## config.mk

```make
export PLATFORM = sky130hd
export DESIGN_NAME = rpm_shift_light_bar_core
export DESIGN_NICKNAME = d
export VERILOG_FILES = /design/src/rtl/rpmsl_pkg.sv /design/src/rtl/rpm_shift_light_bar_core.sv /design/src/rtl/rpmsl_div.sv /design/src/rtl/rpmsl_dp.sv /design/src/rtl/rpmsl_ctrl.sv
export SDC_FILE = /design/constraint.sdc
export NUM_CORES = 2
export LEC_CHECK = 0
export CAP_MARGIN = 5
export CELL_PAD_IN_SITES_DETAIL_PLACEMENT = 0
export CELL_PAD_IN_SITES_GLOBAL_PLACEMENT = 2
export CORE_ASPECT_RATIO = 1.75
export CORE_UTILIZATION = 39
export DETAILED_ROUTE_END_ITERATION = 8
export DONT_BUFFER_PORTS = 1
export PLACE_DENSITY_LB_ADDON = 0.15
export RECOVER_POWER = 50
export SLEW_MARGIN = 20
export SYNTH_ARGS = -nofsm -noshare
export SYNTH_HDL_FRONTEND = slang
export SYNTH_SLANG_ARGS = --single-unit
```

## constraint.sdc

```tcl
create_clock -name aclk -period 6.2 [get_ports aclk]
set_input_delay 0.93 -clock aclk [delete_from_list [all_inputs] [get_ports aclk]]
set_output_delay 0.93 -clock aclk [all_outputs]
set_load 0.005 [all_outputs]
```

## src/rtl/rpmsl_pkg.sv

```systemverilog
// Package for the RPM shift-light bar core.
// Holds widths, mode codes, bar geometry and the controller/datapath interface structs.
// No dependencies.
package rpmsl_pkg;

    // Bar geometry. The LED count is fixed by the one result port per LED.
    localparam int LED_COUNT = 9;
    localparam int LED_IDX_W = $clog2(LED_COUNT);

    // Field widths.
    localparam int RPM_W      = 16;
    localparam int TIME_W     = 32;
    localparam int INTERVAL_W = 16;
    localparam int LEVEL_W    = 8;
    localparam int MODE_W     = 2;

    // The span from the start point to redline is at most a quarter of the
    // full scale, rounded up, so it fits in one bit less than the speed.
    localparam int RANGE_W = RPM_W - 1;

    // Divider sizing: the ramp numerator is at most range*255.
    localparam int DIV_W     = RANGE_W + LEVEL_W;
    localparam int DIV_CNT_W = $clog2(DIV_W);

    // Segment bounds i*range/LED_COUNT use a reciprocal multiply. The product
    // i*range stays far below 2^RECIP_SHIFT / (rounding error), so it is exact.
    localparam int BOUND_W     = RANGE_W + LED_IDX_W;
    localparam int RECIP_SHIFT = 20;
    localparam int RECIP_MULT  = ((1 << RECIP_SHIFT) + LED_COUNT - 1) / LED_COUNT;
    localparam int RECIP_W     = $clog2(RECIP_MULT + 1);
    localparam int PROD_W      = BOUND_W + RECIP_W;

    localparam logic [LEVEL_W-1:0]    FULL_LEVEL     = '1;
    localparam logic [INTERVAL_W-1:0] BLINK_RESET_MS = 16'd100;

    // Configuration register index (byte address bit 2).
    localparam logic REG_BLINK_INTERVAL = 1'b0;

    typedef enum logic [MODE_W-1:0] {
        MODE_OFF   = 2'd0,
        MODE_FILL  = 2'd1,
        MODE_BLINK = 2'd2
    } bar_mode_t;

    // Commands from the controller to the datapath.
    typedef struct packed {
        logic capture;      // Latch a new input beat.
        logic blink_step;   // Run the blink timer once.
        logic div_active;   // Start the active-index division.
        logic take_active;  // Latch the active index.
        logic seg_prod;     // Form the bound products.
        logic seg_lo;       // Latch the lower segment bound.
        logic seg_hi;       // Latch the upper segment bound.
        logic div_level;    // Start the ramp division.
        logic take_level;   // Latch the ramp level.
        logic load_out;     // Load the result register.
    } dp_cmd_t;

    // Status from the datapath to the controller.
    typedef struct packed {
        logic redline_zero;
        logic below_start;
        logic at_redline;
        logic small_range;
        logic ramp_ok;
        logic div_done;
    } dp_stat_t;

endpackage

```

## src/rtl/rpm_shift_light_bar_core.sv

```systemverilog
// Top level of the RPM shift-light bar core: configuration register, controller
// and datapath. Depends on rpmsl_pkg, rpmsl_ctrl and rpmsl_dp.
//
// Each input beat (engine speed, redline, millisecond time) yields one result
// beat with the bar mode and nine LED levels, except that a zero redline yields
// none. The block works on one beat at a time. A beat below the start point or
// at redline goes from the decide state straight to the emit state; after a zero
// redline the controller returns to idle. A fill-mode beat makes up to two
// passes through the shared one-bit-per-cycle divider (23 steps each), one for
// the active LED index and one for its ramp level. The index division is skipped
// when the span from start point to redline is below nine counts, and the ramp
// division when the active segment is empty or the speed lies below it. The
// input is ready again in the cycle after a result is loaded. A waiting result
// sits in an output register, so the next beat is accepted and worked through
// while it waits, then holds in the controller until the waiting result is
// taken. The blink interval register sits at byte address 0 of the APB port,
// resets to 100 ms and should be written only while the block is idle.
module rpm_shift_light_bar_core (
    input  logic        aclk,
    input  logic        aresetn,
    // APB configuration port.
    input  logic        psel,
    input  logic        penable,
    input  logic        pwrite,
    input  logic [2:0]  paddr,
    input  logic [31:0] pwdata,
    output logic [31:0] prdata,
    output logic        pready,
    // Input channel.
    input  logic        s_valid,
    output logic        s_ready,
    input  logic [15:0] s_rpm_level,
    input  logic [15:0] s_redline_level,
    input  logic [31:0] s_now_ms,
    // Result channel.
    output logic        m_valid,
    input  logic        m_ready,
    output logic [1:0]  m_bar_mode,
    output logic [7:0]  m_led0_level,
    output logic [7:0]  m_led1_level,
    output logic [7:0]  m_led2_level,
    output logic [7:0]  m_led3_level,
    output logic [7:0]  m_led4_level,
    output logic [7:0]  m_led5_level,
    output logic [7:0]  m_led6_level,
    output logic [7:0]  m_led7_level,
    output logic [7:0]  m_led8_level
);
    import rpmsl_pkg::*;

    logic [INTERVAL_W-1:0] interval_reg;
    logic                  cfg_write;
    dp_cmd_t               cmd;
    dp_stat_t              stat;
    bar_mode_t             bar_mode;
    logic [LEVEL_W-1:0]    led_level [LED_COUNT];

    // Blink interval register; only address bit 2 selects a register.
    assign cfg_write = psel && penable && pwrite && pready;

    always_ff @(posedge aclk) begin
        if (!aresetn) begin
            interval_reg <= BLINK_RESET_MS;
        end else if (cfg_write && (paddr[2] == REG_BLINK_INTERVAL)) begin
            interval_reg <= pwdata[INTERVAL_W-1:0];
        end
    end

    assign pready = 1'b1;
    assign prdata = (paddr[2] == REG_BLINK_INTERVAL) ? {16'h0000, interval_reg} : 32'h0;

    rpmsl_ctrl u_ctrl (
        .aclk    (aclk),
        .aresetn (aresetn),
        .s_valid (s_valid),
        .s_ready (s_ready),
        .m_valid (m_valid),
        .m_ready (m_ready),
        .stat    (stat),
        .cmd     (cmd)
    );

    rpmsl_dp u_dp (
        .aclk            (aclk),
        .aresetn         (aresetn),
        .cmd             (cmd),
        .stat            (stat),
        .rpm_level       (s_rpm_level),
        .redline_level   (s_redline_level),
        .now_ms          (s_now_ms),
        .blink_period_ms (interval_reg),
        .bar_mode        (bar_mode),
        .led_level       (led_level)
    );

    // Result fields.
    assign m_bar_mode   = bar_mode;
    assign m_led0_level = led_level[0];
    assign m_led1_level = led_level[1];
    assign m_led2_level = led_level[2];
    assign m_led3_level = led_level[3];
    assign m_led4_level = led_level[4];
    assign m_led5_level = led_level[5];
    assign m_led6_level = led_level[6];
    assign m_led7_level = led_level[7];
    assign m_led8_level = led_level[8];

endmodule

```

## src/rtl/rpmsl_div.sv

```systemverilog
// Iterative restoring divider for the RPM shift-light bar core.
// Produces one quotient bit per cycle; depends on rpmsl_pkg.
module rpmsl_div (
    input  logic                          aclk,
    input  logic                          aresetn,
    input  logic                          start,
    input  logic [rpmsl_pkg::DIV_W-1:0]   dividend,
    input  logic [rpmsl_pkg::RANGE_W-1:0] divisor,
    output logic                          done,
    output logic [rpmsl_pkg::DIV_W-1:0]   quotient
);
    import rpmsl_pkg::*;

    logic                 busy_reg;
    logic                 done_reg;
    logic [DIV_CNT_W-1:0] cnt_reg;
    logic [RANGE_W-1:0]   rem_reg;
    logic [DIV_W-1:0]     quo_reg;
    logic [RANGE_W-1:0]   dsr_reg;

    logic [RANGE_W:0]     shifted;
    logic                 fits;
    logic [RANGE_W:0]     diff;
    logic [RANGE_W-1:0]   rem_next;

    // One trial subtraction per cycle.
    always_comb begin
        shifted  = {rem_reg, quo_reg[DIV_W-1]};
        fits     = shifted >= {1'b0, dsr_reg};
        diff     = shifted - {1'b0, dsr_reg};
        rem_next = fits ? diff[RANGE_W-1:0] : shifted[RANGE_W-1:0];
    end

    // Sequencing of the iterations.
    always_ff @(posedge aclk) begin
        if (!aresetn) begin
            busy_reg <= 1'b0;
            done_reg <= 1'b0;
            cnt_reg  <= '0;
        end else begin
            done_reg <= 1'b0;
            if (start) begin
                busy_reg <= 1'b1;
                cnt_reg  <= '0;
            end else if (busy_reg) begin
                cnt_reg <= cnt_reg + 1'b1;
                if (cnt_reg == DIV_CNT_W'(DIV_W - 1)) begin
                    busy_reg <= 1'b0;
                    done_reg <= 1'b1;
                end
            end
        end
    end

    // Remainder and quotient shift registers.
    always_ff @(posedge aclk) begin
        if (start) begin
            rem_reg <= '0;
            quo_reg <= dividend;
            dsr_reg <= divisor;
        end else if (busy_reg) begin
            rem_reg <= rem_next;
            quo_reg <= {quo_reg[DIV_W-2:0], fits};
        end
    end

    assign done     = done_reg;
    assign quotient = quo_reg;

endmodule

```

## src/rtl/rpmsl_dp.sv

```systemverilog
// Datapath of the RPM shift-light bar core: input latch, blink timer,
// segment arithmetic and result register. Depends on rpmsl_pkg and rpmsl_div.
module rpmsl_dp (
    input  logic                             aclk,
    input  logic                             aresetn,
    input  rpmsl_pkg::dp_cmd_t               cmd,
    output rpmsl_pkg::dp_stat_t              stat,
    input  logic [rpmsl_pkg::RPM_W-1:0]      rpm_level,
    input  logic [rpmsl_pkg::RPM_W-1:0]      redline_level,
    input  logic [rpmsl_pkg::TIME_W-1:0]     now_ms,
    input  logic [rpmsl_pkg::INTERVAL_W-1:0] blink_period_ms,
    output rpmsl_pkg::bar_mode_t             bar_mode,
    output logic [rpmsl_pkg::LEVEL_W-1:0]    led_level [rpmsl_pkg::LED_COUNT]
);
    import rpmsl_pkg::*;

    // Latched input beat and derived span.
    logic [RPM_W-1:0]   rpm_reg;
    logic [RPM_W-1:0]   redline_reg;
    logic [TIME_W-1:0]  now_reg;
    logic [RPM_W-1:0]   start_reg;
    logic [RANGE_W-1:0] range_reg;

    // Blink timer state.
    logic               blink_on_reg;
    logic [TIME_W-1:0]  last_toggle_reg;

    // Segment arithmetic.
    logic [LED_IDX_W-1:0] active_reg;
    logic [BOUND_W-1:0]   p_lo_reg;
    logic [BOUND_W-1:0]   p_hi_reg;
    logic [RANGE_W-1:0]   lo_reg;
    logic [RANGE_W-1:0]   hi_reg;
    logic [LEVEL_W-1:0]   level_reg;

    // Result register.
    bar_mode_t            mode_out_reg;
    logic [LEVEL_W-1:0]   led_out_reg [LED_COUNT];

    logic [RPM_W+1:0]     start_sum;
    logic [RPM_W-1:0]     start_next;
    logic [RPM_W-1:0]     range_full;
    logic [RPM_W-1:0]     rel_full;
    logic [RANGE_W-1:0]   rel;
    logic [TIME_W-1:0]    elapsed;
    logic [PROD_W-1:0]    lo_scaled;
    logic [PROD_W-1:0]    hi_scaled;
    logic [RANGE_W-1:0]   ramp_d;
    logic [DIV_W-1:0]     ramp_num;
    logic [DIV_W-1:0]     div_dividend;
    logic [RANGE_W-1:0]   div_divisor;
    logic                 div_done;
    logic [DIV_W-1:0]     div_quo;
    logic [DIV_W-1:0]     active_pick;
    bar_mode_t            mode_now;

    // Start point is three quarters of redline, rounded down.
    always_comb begin
        start_sum  = {1'b0, redline_level, 1'b0} + {2'b00, redline_level};
        start_next = start_sum[RPM_W+1:2];
        range_full = redline_level - start_next;
    end

    // Input latch.
    always_ff @(posedge aclk) begin
        if (cmd.capture) begin
            rpm_reg     <= rpm_level;
            redline_reg <= redline_level;
            now_reg     <= now_ms;
            start_reg   <= start_next;
            range_reg   <= range_full[RANGE_W-1:0];
        end
    end

    // In fill mode the offset from the start point is below the span.
    always_comb begin
        rel_full = rpm_reg - start_reg;
        rel      = rel_full[RANGE_W-1:0];
        ramp_d   = rel - lo_reg;
        ramp_num = {ramp_d, {LEVEL_W{1'b0}}} - DIV_W'(ramp_d);
    end

    // Status toward the controller.
    always_comb begin
        stat.redline_zero = redline_reg == '0;
        stat.below_start  = rpm_reg < start_reg;
        stat.at_redline   = rpm_reg >= redline_reg;
        stat.small_range  = range_reg < RANGE_W'(LED_COUNT);
        stat.ramp_ok      = (hi_reg > lo_reg) && (rel >= lo_reg);
        stat.div_done     = div_done;
    end

    // Blink timer: toggles once the interval has elapsed, modulo 2^32.
    assign elapsed = now_reg - last_toggle_reg;

    always_ff @(posedge aclk) begin
        if (!aresetn) begin
            blink_on_reg    <= 1'b0;
            last_toggle_reg <= '0;
        end else if (cmd.blink_step) begin
            if (elapsed >= TIME_W'(blink_period_ms)) begin
                blink_on_reg    <= ~blink_on_reg;
                last_toggle_reg <= now_reg;
            end
        end
    end

    // Shared divider: active index first, then the ramp level.
    always_comb begin
        if (cmd.div_level) begin
            div_dividend = ramp_num;
            div_divisor  = hi_reg - lo_reg;
        end else begin
            div_dividend = DIV_W'(rel) * DIV_W'(LED_COUNT);
            div_divisor  = range_reg;
        end
    end

    rpmsl_div u_div (
        .aclk     (aclk),
        .aresetn  (aresetn),
        .start    (cmd.div_active | cmd.div_level),
        .dividend (div_dividend),
        .divisor  (div_divisor),
        .done     (div_done),
        .quotient (div_quo)
    );

    // Active index, clamped to the last LED.
    always_comb begin
        active_pick = stat.small_range ? DIV_W'(rel) : div_quo;
        if (active_pick > DIV_W'(LED_COUNT - 1)) begin
            active_pick = DIV_W'(LED_COUNT - 1);
        end
    end

    // Segment bounds: products, then a reciprocal multiply for each bound.
    always_comb begin
        lo_scaled = PROD_W'(p_lo_reg) * PROD_W'(RECIP_MULT);
        hi_scaled = PROD_W'(p_hi_reg) * PROD_W'(RECIP_MULT);
    end

    always_ff @(posedge aclk) begin
        if (cmd.take_active) begin
            active_reg <= active_pick[LED_IDX_W-1:0];
        end
        if (cmd.seg_prod) begin
            p_lo_reg <= BOUND_W'(active_reg) * BOUND_W'(range_reg);
            p_hi_reg <= BOUND_W'(active_reg) * BOUND_W'(range_reg) + BOUND_W'(range_reg);
        end
        if (cmd.seg_lo) begin
            lo_reg <= stat.small_range ? RANGE_W'(active_reg)
                                       : lo_scaled[RECIP_SHIFT +: RANGE_W];
        end
        if (cmd.seg_hi) begin
            hi_reg <= stat.small_range ? RANGE_W'(active_reg) + 1'b1
                                       : hi_scaled[RECIP_SHIFT +: RANGE_W];
        end
        if (cmd.take_level) begin
            level_reg <= stat.ramp_ok ? div_quo[LEVEL_W-1:0] : '0;
        end
    end

    // Result register: mode and one level per LED.
    always_comb begin
        if (stat.below_start) begin
            mode_now = MODE_OFF;
        end else if (stat.at_redline) begin
            mode_now = MODE_BLINK;
        end else begin
            mode_now = MODE_FILL;
        end
    end

    always_ff @(posedge aclk) begin
        if (cmd.load_out) begin
            mode_out_reg <= mode_now;
            for (int i = 0; i < LED_COUNT; i++) begin
                case (mode_now)
                    MODE_BLINK: begin
                        led_out_reg[i] <= blink_on_reg ? FULL_LEVEL : '0;
                    end
                    MODE_FILL: begin
                        if (LED_IDX_W'(i) < active_reg) begin
                            led_out_reg[i] <= FULL_LEVEL;
                        end else if (LED_IDX_W'(i) == active_reg) begin
                            led_out_reg[i] <= level_reg;
                        end else begin
                            led_out_reg[i] <= '0;
                        end
                    end
                    default: begin
                        led_out_reg[i] <= '0;
                    end
                endcase
            end
        end
    end

    assign bar_mode  = mode_out_reg;
    assign led_level = led_out_reg;

endmodule

```

## src/rtl/rpmsl_ctrl.sv

```systemverilog
// Controller of the RPM shift-light bar core: sequences one beat through the
// datapath and owns both channel handshakes. Depends on rpmsl_pkg.
module rpmsl_ctrl (
    input  logic                 aclk,
    input  logic                 aresetn,
    input  logic                 s_valid,
    output logic                 s_ready,
    output logic                 m_valid,
    input  logic                 m_ready,
    input  rpmsl_pkg::dp_stat_t  stat,
    output rpmsl_pkg::dp_cmd_t   cmd
);
    import rpmsl_pkg::*;

    typedef enum logic [8:0] {
        S_IDLE   = 9'b000000001,
        S_DECIDE = 9'b000000010,
        S_DIV_A  = 9'b000000100,
        S_PROD   = 9'b000001000,
        S_LO     = 9'b000010000,
        S_HI     = 9'b000100000,
        S_LVL    = 9'b001000000,
        S_DIV_L  = 9'b010000000,
        S_EMIT   = 9'b100000000
    } state_t;

    state_t state_reg;
    state_t state_next;
    logic   m_valid_reg;
    logic   m_valid_next;

    // Next-state and command decode.
    always_comb begin
        state_next = state_reg;
        cmd        = '0;
        case (state_reg)
            S_IDLE: begin
                if (s_valid) begin
                    cmd.capture = 1'b1;
                    state_next  = S_DECIDE;
                end
            end
            S_DECIDE: begin
                if (stat.redline_zero) begin
                    state_next = S_IDLE;
                end else if (stat.below_start) begin
                    state_next = S_EMIT;
                end else if (stat.at_redline) begin
                    cmd.blink_step = 1'b1;
                    state_next     = S_EMIT;
                end else if (stat.small_range) begin
                    cmd.take_active = 1'b1;
                    state_next      = S_PROD;
                end else begin
                    cmd.div_active = 1'b1;
                    state_next     = S_DIV_A;
                end
            end
            S_DIV_A: begin
                if (stat.div_done) begin
                    cmd.take_active = 1'b1;
                    state_next      = S_PROD;
                end
            end
            S_PROD: begin
                cmd.seg_prod = 1'b1;
                state_next   = S_LO;
            end
            S_LO: begin
                cmd.seg_lo = 1'b1;
                state_next = S_HI;
            end
            S_HI: begin
                cmd.seg_hi = 1'b1;
                state_next = S_LVL;
            end
            S_LVL: begin
                if (stat.ramp_ok) begin
                    cmd.div_level = 1'b1;
                    state_next    = S_DIV_L;
                end else begin
                    cmd.take_level = 1'b1;
                    state_next     = S_EMIT;
                end
            end
            S_DIV_L: begin
                if (stat.div_done) begin
                    cmd.take_level = 1'b1;
                    state_next     = S_EMIT;
                end
            end
            S_EMIT: begin
                if (!m_valid_reg || m_ready) begin
                    cmd.load_out = 1'b1;
                    state_next   = S_IDLE;
                end
            end
            default: begin
                state_next = S_IDLE;
            end
        endcase
    end

    // Result beat stays valid until taken.
    always_comb begin
        if (cmd.load_out) begin
            m_valid_next = 1'b1;
        end else if (m_ready) begin
            m_valid_next = 1'b0;
        end else begin
            m_valid_next = m_valid_reg;
        end
    end

    always_ff @(posedge aclk) begin
        if (!aresetn) begin
            state_reg   <= S_IDLE;
            m_valid_reg <= 1'b0;
        end else begin
            state_reg   <= state_next;
            m_valid_reg <= m_valid_next;
        end
    end

    assign s_ready = state_reg == S_IDLE;
    assign m_valid = m_valid_reg;

endmodule

```

==> metrics.md <==
| Metric | Value |
|---|---|
| Leakage power | 16.1 nW |
| Die ar. | 86200 sq um |
| Pwr/cell area | approximately 380 nW/um^2 |
| Worst Path Max Fanout | 3 |
| Mean Syn Cell Area | 9.88 sq um |
| Initial drt markers | 1032 |
| Site Rows | 141 |
| # IOs | about 220 |
| Yosys warnings | 0 |
| Part of the Yosys area used for sequential elements | 0.309 |
| Clock share of power | 0.177 |
| Fin cells | 4548 |
| Crit path max-delay family | adder cells |
| Fin. Hold Viols | 0 |
| Core area | roughly 84000 sq um |
| Global Route Usage Sum | 0.218 |
| Reg-to-Reg End | u_dp.lo_reg[8]$_SDFFCE_PN0P_ |
| Critical Path End Type | flop |
| Cells after Synth | 3355 |
| Clock buffer depth | 3 |
| Synthesized flop and latch total | 368 |
| Mapped Area | ~33000 sq um |
| Setup repair after global routing missed its margin | yes |
| Routed len/inst | a little over 20 microns |
| Die W | approximately 220 microns |
| Synth async-reset ratio | 0 |
| Primary FF master, synth | edfxtp_1 |
| Top cell type's share of synthesized area | 0.260 |
| Num CTS Buffers | 40 |
| WP data arrival | between 6 and 7 ns |
| Actual slew at the worst max-slew pin | 3.97 ns |
| Largest net degree at the start of global routing | between 70 and 80 |
| Clock slew at reported path FFs | ~0.060 ns |
| Crit-path most repeated cell | fa_1 |
| Clock latency on the worst-skew pair | approximately 0.61 ns |
| Pins Over Slew Limit | ~150 |
| Placed instance area | about 35000 sq um |
| Final nets | 4255 |
| Share of total power in sequential cells | 0.247 |
| Chip height | 388 microns |
| Hold depth | 0 |
| Tot Pwr | roughly 14 mW |
| Residual DRC count | 0 |
| Worst Hold Launch | s_now_ms[10] |
| CP Launch Type | flop |
| Vias in the first global route | 25.5k |
| Max_cap viols | 3 |
| Switching share of total power | 0.427 |
| Top cells by area, synth | edfxtp_1, ha_1, fa_1 |
| Worst R2R Start | u_dp.p_lo_reg[3]$_DFFE_PP_ |
| Slowest-stage cell, CP | fa_2 |
| GPL Wtd Cong | around 0.9 |
| Drt pass-1 iters | 5 |
| Highest Clock Rate | 163 MHz |
| Yosys top cell by area | edfxtp_1 |
| Share of post-route cells with drive strength above 1 | 0.0840 |
| Area Growth Syn to Fin | 11.0% |
| Via density | approximately 5.3 |
| # hold bufs at CTS | 0 |
| Reg-to-reg slack, setup | approximately 0.053 ns |
| Largest register FFs | 72 |
| Worst vdd ir | 313 uV |
| Worst Path Buf+Inv | 5 |
| Combinational share of power | 0.576 |
| Final ANT Viol Nets | 0 |
| Internal Power | 7.99 mW |
| Initial antenna violation count | 2 |
| # diodes | 0 |
| Relative slew slack | -1.65 |
| Global-route wire length before repair | 145000 microns |
| Failing checks | capacitance limit, slew limit |
| Hold slack | approximately 0.42 ns |
| Vias post-DR | 24.1k |
| Worst r2r path cells | 23 |
| Clock sink total | between 300 and 400 |
| Netlist cell types | 89 |
| CP Data Required Time | about 6.5 ns |
| DP HPWL | 77300 microns |
| Port bufs | 0 |
| HP Class | primary input to flop |
| Placed cells | 4459 |
| CP peak stage delay | roughly 0.57 ns |
| Hold path endpoint | u_dp.now_reg[10]$_DFFE_PP_ |
| Critical path type | flop to flop |
| Tmin final | between 6 and 7 ns |
| Tcrit/Tclk final | 0.991 |
| Clk_skew | roughly 0.034 ns |
| Number of synthesized flops with an enable pin | 287 |
| CTS tree | yes |
| Status | finished, violations left |
| Routed wire length | around 93000 microns |
| Switching power | between 5 and 6 mW |
| Root Buffer Master | clkbuf_16 |
| Design area | between 30000 and 40000 sq um |
| Grt ovf | 0 |
| Starting Density | 0.393 |
| Critical path, cell by cell | inv_2 > fa_1 > inv_2 > ha_4 > inv_2 > fa_2 > fa_1 > fa_1 > inv_1 > fa_1 > ha_4 > a2111oi_4 > nand2_1 > a221oi_2 > o21ai_2 > a41oi_2 > buf_4 > o21ai_4 > and2_4 > or3_4 > a21oi_4 > xor2_1 > nor2_1 |
| Htree depth | 2 |
| # setup viols final | 0 |
through the flow:
stage	TNS [ns]	util	setup WS, ns
final	0	0.436	0.0532
after CTS	0	0.433	0.000211
after detailed placement	-4.15	0.415	-0.522
after global routing	-1.11	0.436	-0.208
after floorplan	0	-	0.0634
after global placement	-3.21	0.415	-0.467
logic make-up (layout without fill, tap and decap cells):
kind of cell / count (synthesis) / count (layout) / share of synthesized area
AND/OR/NAND/NOR: 779 / 779 / 0.113
adder cells (fa/ha/maj): 705 / 705 / 0.313
AO/OA/AOI/OAI: 695 / 695 / 0.130
buffers and inverters: 560 / 666 / 0.0669
flip-flops: 368 / 368 / 0.309
XOR/XNOR: 186 / 186 / 0.0494
multiplexers: 60 / 60 / 0.0182
other: 2 / 17 / 0.000226
worst max path at each step:
stage | start | endpoint | slack (ns) | cells after the start
after floorplan | u_dp.p_lo_reg[7]$_DFFE_PP_ | u_dp.lo_reg[14]$_SDFFCE_PN0P_ | 0.06 | 20
after global placement | u_dp.p_lo_reg[1]$_DFFE_PP_ | u_dp.lo_reg[11]$_SDFFCE_PN0P_ | -0.47 | 24
after detailed placement | u_dp.p_lo_reg[1]$_DFFE_PP_ | u_dp.lo_reg[14]$_SDFFCE_PN0P_ | -0.52 | 23
after CTS | u_dp.p_lo_reg[7]$_DFFE_PP_ | u_dp.lo_reg[8]$_SDFFCE_PN0P_ | 0.0002 | 21
after global routing | u_dp.p_lo_reg[7]$_DFFE_PP_ | u_dp.lo_reg[8]$_SDFFCE_PN0P_ | -0.21 | 23
final | u_dp.p_lo_reg[3]$_DFFE_PP_ | u_dp.lo_reg[8]$_SDFFCE_PN0P_ | 0.05 | 23
layer usage:
layer,vias to the layer above,global-route usage,part of all wire
li1,11794,-,-
met1,11702,0.225,0.37
met2,447,0.443,0.56
met3,127,0.0215,0.027
met4,4,0.0766,0.035
met5,-,0,0.00022
layout make-up:
class | instances | area (sq um)
well taps | 1072 | 1340
inverters | 453 | 1700
repair buffers | 139 | 1050
clock buffers | 50 | 1070
fillers | 8128 | 47500
clock inverters | 24 | 268
multi-input cells | 2442 | 21100
flip-flops and latches | 368 | 10200
Yosys cell counts, drive strengths merged, types with 6 or more instances:
cell type	n
nor2b	34
a21oi	232
or2	9
inv	453
ha	496
a21o	67
nand3	47
nand4	24
or3	15
nand2	203
xnor2	118
a21boi	14
o22ai	8
o21a	26
a31o	7
nor2	231
and4	6
o21bai	19
or4	6
o211ai	18
o31ai	9
and3	14
nand2b	38
mux2i	59
buf	46
a211oi	30
o21ai	184
nand3b	9
edfxtp	287
a221oi	6
fa	209
dfxtp	81
a31oi	29
nor4	23
and2	45
clkbuf	61
xor2	68
nor3	62
power groups by stage:
stage / clock, mW / combinational, mW / sequential (mW)
6_report: 2.47 / 8.02 / 3.45
5_1_grt: 2.63 / 8.98 / 3.46
4_1_cts: 2.56 / 8.06 / 3.44
3_5_place_dp: 0 / 7.99 / 3.49
3_3_place_gp: 0 / 7.94 / 3.49
2_1_floorplan: 0 / 6.06 / 3.38
layout by cell type, fill, tap and decap left out, drive strengths merged, types with 9 or more instances in the layout:
master | Yosys | final
nor3 | 62 | 62
mux2i | 59 | 59
buf | 46 | 134
nor2 | 231 | 231
xor2 | 68 | 68
o31ai | 9 | 9
fa | 209 | 209
ha | 496 | 496
nand4 | 24 | 24
clkbuf | 61 | 55
nand2b | 38 | 38
and3 | 14 | 14
a31oi | 29 | 29
dfxtp | 81 | 81
o211ai | 18 | 18
xnor2 | 118 | 118
edfxtp | 287 | 287
nand3b | 9 | 9
o21bai | 19 | 19
or2 | 9 | 9
o21a | 26 | 26
a211oi | 30 | 30
and2 | 45 | 45
clkinv | 0 | 13
a21boi | 14 | 14
a21o | 67 | 67
a21oi | 232 | 232
nor4 | 23 | 23
nand2 | 203 | 203
o21ai | 184 | 184
or3 | 15 | 15
inv | 453 | 457
conb | 2 | 17
nor2b | 34 | 34
nand3 | 47 | 47
what timing repair did:
item | 4_1_cts | 5_1_grt
endpoints found under the setup margin | 13 | 19
pin swaps | 18 | 20
setup buffers | 6 | 8
resized for setup | 20 | 42
Note: power is estimated with default switching activity, not from simulation.
